**config.mk**
```make
export PLATFORM = sky130hd
export DESIGN_NAME = sptg_ctrl
export DESIGN_NICKNAME = d
export VERILOG_FILES = /design/src/hdl/sptg_pkg.sv /design/src/hdl/sptg_ctrl.sv
export SDC_FILE = /design/constraint.sdc
export NUM_CORES = 1
export LEC_CHECK = 0
export ABC_AREA = 1
export BUFFER_PORTS_ARGS = -buffer_cell sky130_fd_sc_hd__buf_4
export CORE_AREA = 2 2 39 41
export CTS_CLUSTER_DIAMETER = 60
export DETAILED_ROUTE_END_ITERATION = 10
export DIE_AREA = 0 0 41 43
export PLACE_DENSITY = 0.69
export RECOVER_POWER = 25
export SYNTH_ARGS = -nofsm -noshare
export SYNTH_HDL_FRONTEND = slang
export SYNTH_SLANG_ARGS = --single-unit
```
**constraint.sdc**
```tcl
create_clock -name clk -period 1.8 [get_ports clk]
set_input_delay 0.09 -clock clk [delete_from_list [all_inputs] [get_ports clk]]
set_output_delay 0.09 -clock clk [all_outputs]
set_load 0.005 [all_outputs]
```
**src/hdl/sptg_pkg.sv**
```systemverilog
`default_nettype none
package sptg_pkg;

  localparam int MAX_ELEMENTS = 1024;
  localparam int LEVELS       = 11;
  localparam int IDX_W        = 10;
  localparam int VAL_W        = 31;
  localparam int LEN_W        = 11;
  localparam int LVL_W        = 4;
  localparam int SH_W         = 5;
  localparam int TBL_AW       = LVL_W + IDX_W;
  localparam int TBL_DEPTH    = 1 << TBL_AW;

  typedef enum logic [1:0] {
    KIND_LOAD   = 2'd0,
    KIND_QUERY  = 2'd1,
    KIND_EXTEND = 2'd2,
    KIND_NONE   = 2'd3
  } kind_t;

  typedef enum logic [1:0] {
    RD_RB_A = 2'd0,
    RD_RB_B = 2'd1,
    RD_Q_A  = 2'd2,
    RD_Q_B  = 2'd3
  } rd_sel_t;

  typedef enum logic [3:0] {
    ST_IDLE,
    ST_DECODE,
    ST_RB_CHK,
    ST_RB_RA,
    ST_RB_RB,
    ST_RB_CB,
    ST_RB_WAIT,
    ST_OP,
    ST_Q_RA,
    ST_Q_RB,
    ST_Q_CB,
    ST_Q_WAIT,
    ST_EX_CHK,
    ST_DONE
  } state_t;

  typedef struct packed {
    logic    latch_in;
    logic    wr_load;
    logic    rb_init;
    logic    rb_next_lv;
    logic    rb_write;
    logic    set_valid;
    rd_sel_t rd_sel;
    logic    cap_a;
    logic    gcd_start;
    logic    q_setup;
    logic    ex_init;
    logic    ex_setup;
    logic    ex_update;
    logic    out_fire;
  } cmd_t;

  typedef struct packed {
    kind_t kind;
    logic  err;
    logic  valid;
    logic  rb_lv_end;
    logic  rb_row_ok;
    logic  gcd_done;
    logic  ex_more;
  } stat_t;

  // floor(log2(x)) capped at the top table level
  function automatic logic [LVL_W-1:0] flog2(input logic [LEN_W-1:0] x);
    logic [LVL_W-1:0] r;
    r = '0;
    for (int i = 0; i < LEN_W; i++) begin
      if (x[i]) r = LVL_W'(i);
    end
    if (r > LVL_W'(LEVELS - 1)) r = LVL_W'(LEVELS - 1);
    return r;
  endfunction

endpackage
`default_nettype wire

```
**src/hdl/sptg_ctrl.sv**
```systemverilog
`default_nettype none
module sptg_ctrl (
  input  wire logic            clk,
  input  wire logic            rst,
  input  wire logic            start,
  input  wire sptg_pkg::stat_t stat,
  output sptg_pkg::cmd_t       cmd,
  output logic                 busy
);
  import sptg_pkg::*;

  state_t state;
  state_t state_next;

  always_ff @(posedge clk) begin
    if (rst) state <= ST_IDLE;
    else     state <= state_next;
  end

  assign busy = (state != ST_IDLE);

  always_comb begin
    state_next = state;
    case (state)
      ST_IDLE:   if (start) state_next = ST_DECODE;
      ST_DECODE: begin
        if (stat.err || stat.kind == KIND_LOAD) state_next = ST_DONE;
        else if (!stat.valid)                   state_next = ST_RB_CHK;
        else                                    state_next = ST_OP;
      end
      ST_RB_CHK: begin
        if (stat.rb_lv_end)      state_next = ST_OP;
        else if (stat.rb_row_ok) state_next = ST_RB_RA;
      end
      ST_RB_RA:   state_next = ST_RB_RB;
      ST_RB_RB:   state_next = ST_RB_CB;
      ST_RB_CB:   state_next = ST_RB_WAIT;
      ST_RB_WAIT: if (stat.gcd_done) state_next = ST_RB_CHK;
      ST_OP: begin
        if (stat.kind == KIND_QUERY) state_next = ST_Q_RA;
        else                         state_next = ST_EX_CHK;
      end
      ST_Q_RA:   state_next = ST_Q_RB;
      ST_Q_RB:   state_next = ST_Q_CB;
      ST_Q_CB:   state_next = ST_Q_WAIT;
      ST_Q_WAIT: begin
        if (stat.gcd_done) begin
          if (stat.kind == KIND_QUERY) state_next = ST_DONE;
          else                         state_next = ST_EX_CHK;
        end
      end
      ST_EX_CHK: begin
        if (stat.ex_more) state_next = ST_Q_RA;
        else              state_next = ST_DONE;
      end
      ST_DONE: state_next = ST_IDLE;
      default: state_next = ST_IDLE;
    endcase
  end

  always_comb begin
    cmd        = '0;
    cmd.rd_sel = RD_Q_A;
    case (state)
      ST_IDLE:   cmd.latch_in = start;
      ST_DECODE: begin
        cmd.wr_load = !stat.err && stat.kind == KIND_LOAD;
        cmd.rb_init = !stat.err && stat.kind != KIND_LOAD && !stat.valid;
      end
      ST_RB_CHK: begin
        cmd.set_valid  = stat.rb_lv_end;
        cmd.rb_next_lv = !stat.rb_lv_end && !stat.rb_row_ok;
      end
      ST_RB_RA: cmd.rd_sel = RD_RB_A;
      ST_RB_RB: begin
        cmd.rd_sel = RD_RB_B;
        cmd.cap_a  = 1'b1;
      end
      ST_RB_CB:   cmd.gcd_start = 1'b1;
      ST_RB_WAIT: cmd.rb_write  = stat.gcd_done;
      ST_OP: begin
        cmd.q_setup = stat.kind == KIND_QUERY;
        cmd.ex_init = stat.kind != KIND_QUERY;
      end
      ST_Q_RA: cmd.rd_sel = RD_Q_A;
      ST_Q_RB: begin
        cmd.rd_sel = RD_Q_B;
        cmd.cap_a  = 1'b1;
      end
      ST_Q_CB:   cmd.gcd_start = 1'b1;
      ST_Q_WAIT: cmd.ex_update = stat.gcd_done && stat.kind == KIND_EXTEND;
      ST_EX_CHK: cmd.ex_setup  = stat.ex_more;
      ST_DONE:   cmd.out_fire  = 1'b1;
      default: ;
    endcase
  end

endmodule
`default_nettype wire

```
==> impl_metrics.csv <==
group,metric,value,unit
synthesis,post_synth_num_cell_types,18,
clock_network,tritoncts.num_buffers,3,
worst_setup_path,setup.reg_to_reg.worst_slack,490,ps
flow_run,timing.max_cap.violations,0,
global_routing,grt_start_max_net_pins,8,
synthesis,syn-cell-area,500,sq um
worst_setup_path,crit_path_start_kind,"flop",
clock_network,insertion_delay,230,ps
sta,slew-limit-headroom,0.836,
synthesis,seq_area_frac_synth,0.160,
worst_setup_path,cp-end-kind,"output pin",
clock_network,tritoncts,"yes",
synthesis,ys.warnings.count,0,
sta,worst_pin_slew,245,ps
sta,setup_repair_after_global_routing_missed_its_margin,"no",
routing,antenna_left,0,
clock_network,cts_sinks,4,
routing,detailroute.via_count,688,
floorplan,die_h,43,um
floorplan,placementRows,14,
clock_network,ctsHtreeMaxLevel,1,
worst_setup_path,crit_slowest_cell,"sky130_fd_sc_hd__dfxtp_1",
sta,timing.setup.tns,0,ps
place,gp_congestion,0.899,
floorplan,start_util,0.362,
cells_and_area,largest_registers,"state (4)",
sta,final.setup_skew,0.836,ps
sta,post-route-period-util,0.850,
worst_setup_path,critical_path_required,1710,ps
clock_network,ctsLongestPathBuffers,2,
min_path,min_delay_path_class,"primary input to flop",
pwr,power.density_cell_area,1320,nW/um^2
synthesis,syn-instance-count,102,
synthesis,synthesis.nets,113,
synthesis,synthesis.area_per_instance,4.91,sq um
synthesis,synth_area_leader_cell,"sky130_fd_sc_hd__nand2_1",
floorplan,fp.dieArea,1760,sq um
worst_setup_path,cp_common_cell,"sky130_fd_sc_hd__inv_1",
cells_and_area,largest_register_ff_count,4,
clock_network,clk_transition_reported_paths,40,ps
pwr,totalPowerFinal,968,uW
outcome,outcome,"complete, no violations",
sta,slew_viol_final,0,
global_routing,grt_first_pass_wirelength,2190,um
global_routing,antenna_found_initial,0,
sta,hold_violations,0,
cells_and_area,area_growth,46.0,%
floorplan,die_w,41,um
place,place.detailed.hpwl,1160,um
cells_and_area,layout-drive-gt1-share,0.292,
cells_and_area,nets,143,
place,placedInstanceArea,708,sq um
cells_and_area,final_cell_area,731,sq um
routing,post-route-drc-count,0,
worst_setup_path,crit_chain,"inv_1 > nand2_1 > nor2_1 > inv_1 > nor4_1 > buf_4",
synthesis,netlist_top_cells_area,"sky130_fd_sc_hd__nand2_1 (24%), sky130_fd_sc_hd__dfxtp_1 (16%), sky130_fd_sc_hd__nor2_1 (14%), sky130_fd_sc_hd__inv_1 (14%), sky130_fd_sc_hd__nand3_1 (6.0%)",
sta,period_needed,1530,ps
worst_setup_path,critical_path_peak_fanout,5,
clock_network,postCtsHoldBufs,0,
routing,viasPerCell,4.71,
floorplan,design.core.area,1380,sq um
clock_network,post_cts_repair_resize_count,0,
sta,final_setup_violation_count,0,
clock_network,clock_tree.root_cell,"sky130_fd_sc_hd__clkbuf_4",
routing,initialDrtViolationCount,17,
worst_setup_path,bufs_and_invs_on_worst_path,3,
sta,max_freq,0.654,GHz
global_routing,grt_util_all_layers,0.178,
global_routing,grt.overflow.total,0,
sta,fin_hold_ws,38.1,ps
cells_and_area,antenna-diode-count,0,
global_routing,first_global_vias,592,
routing,route.detailed.wl_per_inst,9.26,um
worst_setup_path,crit_path_leading_delay_family,"simple AND/OR/NAND/NOR gates",
pwr,max-vdd-ir-drop,757,uV
cells_and_area,max_flop_register,"state",
floorplan,ioPinCount,27,
clock_network,number_of_post_cts_setup_repair_buffers,0,
worst_setup_path,delay_of_the_slowest_cell_on_the_worst_path,350,ps
place,numPortBuffers,26,
worst_setup_path,timing.setup.critical_path_class,"flop to output pin",
worst_setup_path,cp_data_arrival_time,1440,ps
cells_and_area,fillerInstances,149,
routing,detailedRoute.firstPassIterationCount,4,
synthesis,synth.ff_latch_count,4,
routing,detail_route.wirelength,1350,um
synthesis,yosys.area.top_type_share,0.240,
pwr,power_leakage,0.000459,uW
layout make-up:
| cell class | count | area (sq um) | share of cell area |
|---|---|---|---|
| sequential | 4 | 80.1 | 0.110 |
| clock buffer | 3 | 22.5 | 0.0308 |
| timing repair buffer | 26 | 195 | 0.267 |
| tap | 16 | 20.0 | 0.0274 |
| inverter | 21 | 78.8 | 0.108 |
| multi-input combinational | 76 | 334 | 0.457 |
worst reg2reg max path, cell delays in order (launching register included):
cell                      delay, ps
sky130_fd_sc_hd__dfxtp_1        410
sky130_fd_sc_hd__inv_1          100
sky130_fd_sc_hd__nor2_1         180
sky130_fd_sc_hd__nand2_1        110
sky130_fd_sc_hd__nand2_2        100
sky130_fd_sc_hd__nand2_1         50
sky130_fd_sc_hd__nand3_1        100
sky130_fd_sc_hd__nand2_1         60
sky130_fd_sc_hd__a21oi_1        140
cell families (layout without fill, tap and decap cells):
logic type | count (synthesis) | count (layout) | synth area share
AOI/OAI and AO/OA | 9 | 9 | 0.105
DFF | 4 | 4 | 0.160
buffers and inverters | 22 | 50 | 0.172
and+or+nand+nor | 67 | 67 | 0.563
Yosys cell counts (all sizes together):
cell / count
o22ai: 1
o21bai: 1
nor2: 20
nand3: 6
nand4: 1
a21oi: 5
buf: 1
and2: 1
nor3: 2
inv: 21
o21ai: 2
dfxtp: 4
nand2: 36
nor4: 1
report_power, final:
group	leakage, uW	internal [uW]	switching (uW)
registers	0.0000329	129	61.7
logic	0.000412	280	390
clock network	0.0000138	74.3	32.8
total	0.000459	484	484
worst paths after layout:
path | endpoint | start | cells past startpoint
setup / recovery | cmd[13] | state[1] | 6
hold / removal | state[0] | rst | 2
setup reg to reg | state[1] | state[1] | 8
hold reg to reg | state[2] | state[2] | 2
through the flow:
stage,std cells,worst slack [ps],utilization
3_5_place_dp,143,509,0.512
5_1_grt,146,124,0.528
6_report,146,271,0.528
3_3_place_gp,143,488,0.512
2_1_floorplan,102,703,-
4_1_cts,146,254,0.528
layout by cell type, fill, tap and decap left out, drive strengths merged:
cell,instances
buf,24
nor3,2
nor2,20
clkbuf,5
a21oi,5
and2,1
dfxtp,4
o21bai,1
o22ai,1
o21ai,2
nand2,36
nand3,6
nand4,1
nor4,1
inv,21
per-layer routing:
layer,vias to the layer above,global-route usage,routed length [um]
met3,0,0.0314,63
li1,367,-,-
met4,0,0.0800,0
met2,21,0.278,691
met1,300,0.225,596
met5,-,0,0
Note: power is estimated with default switching activity, not from simulation.
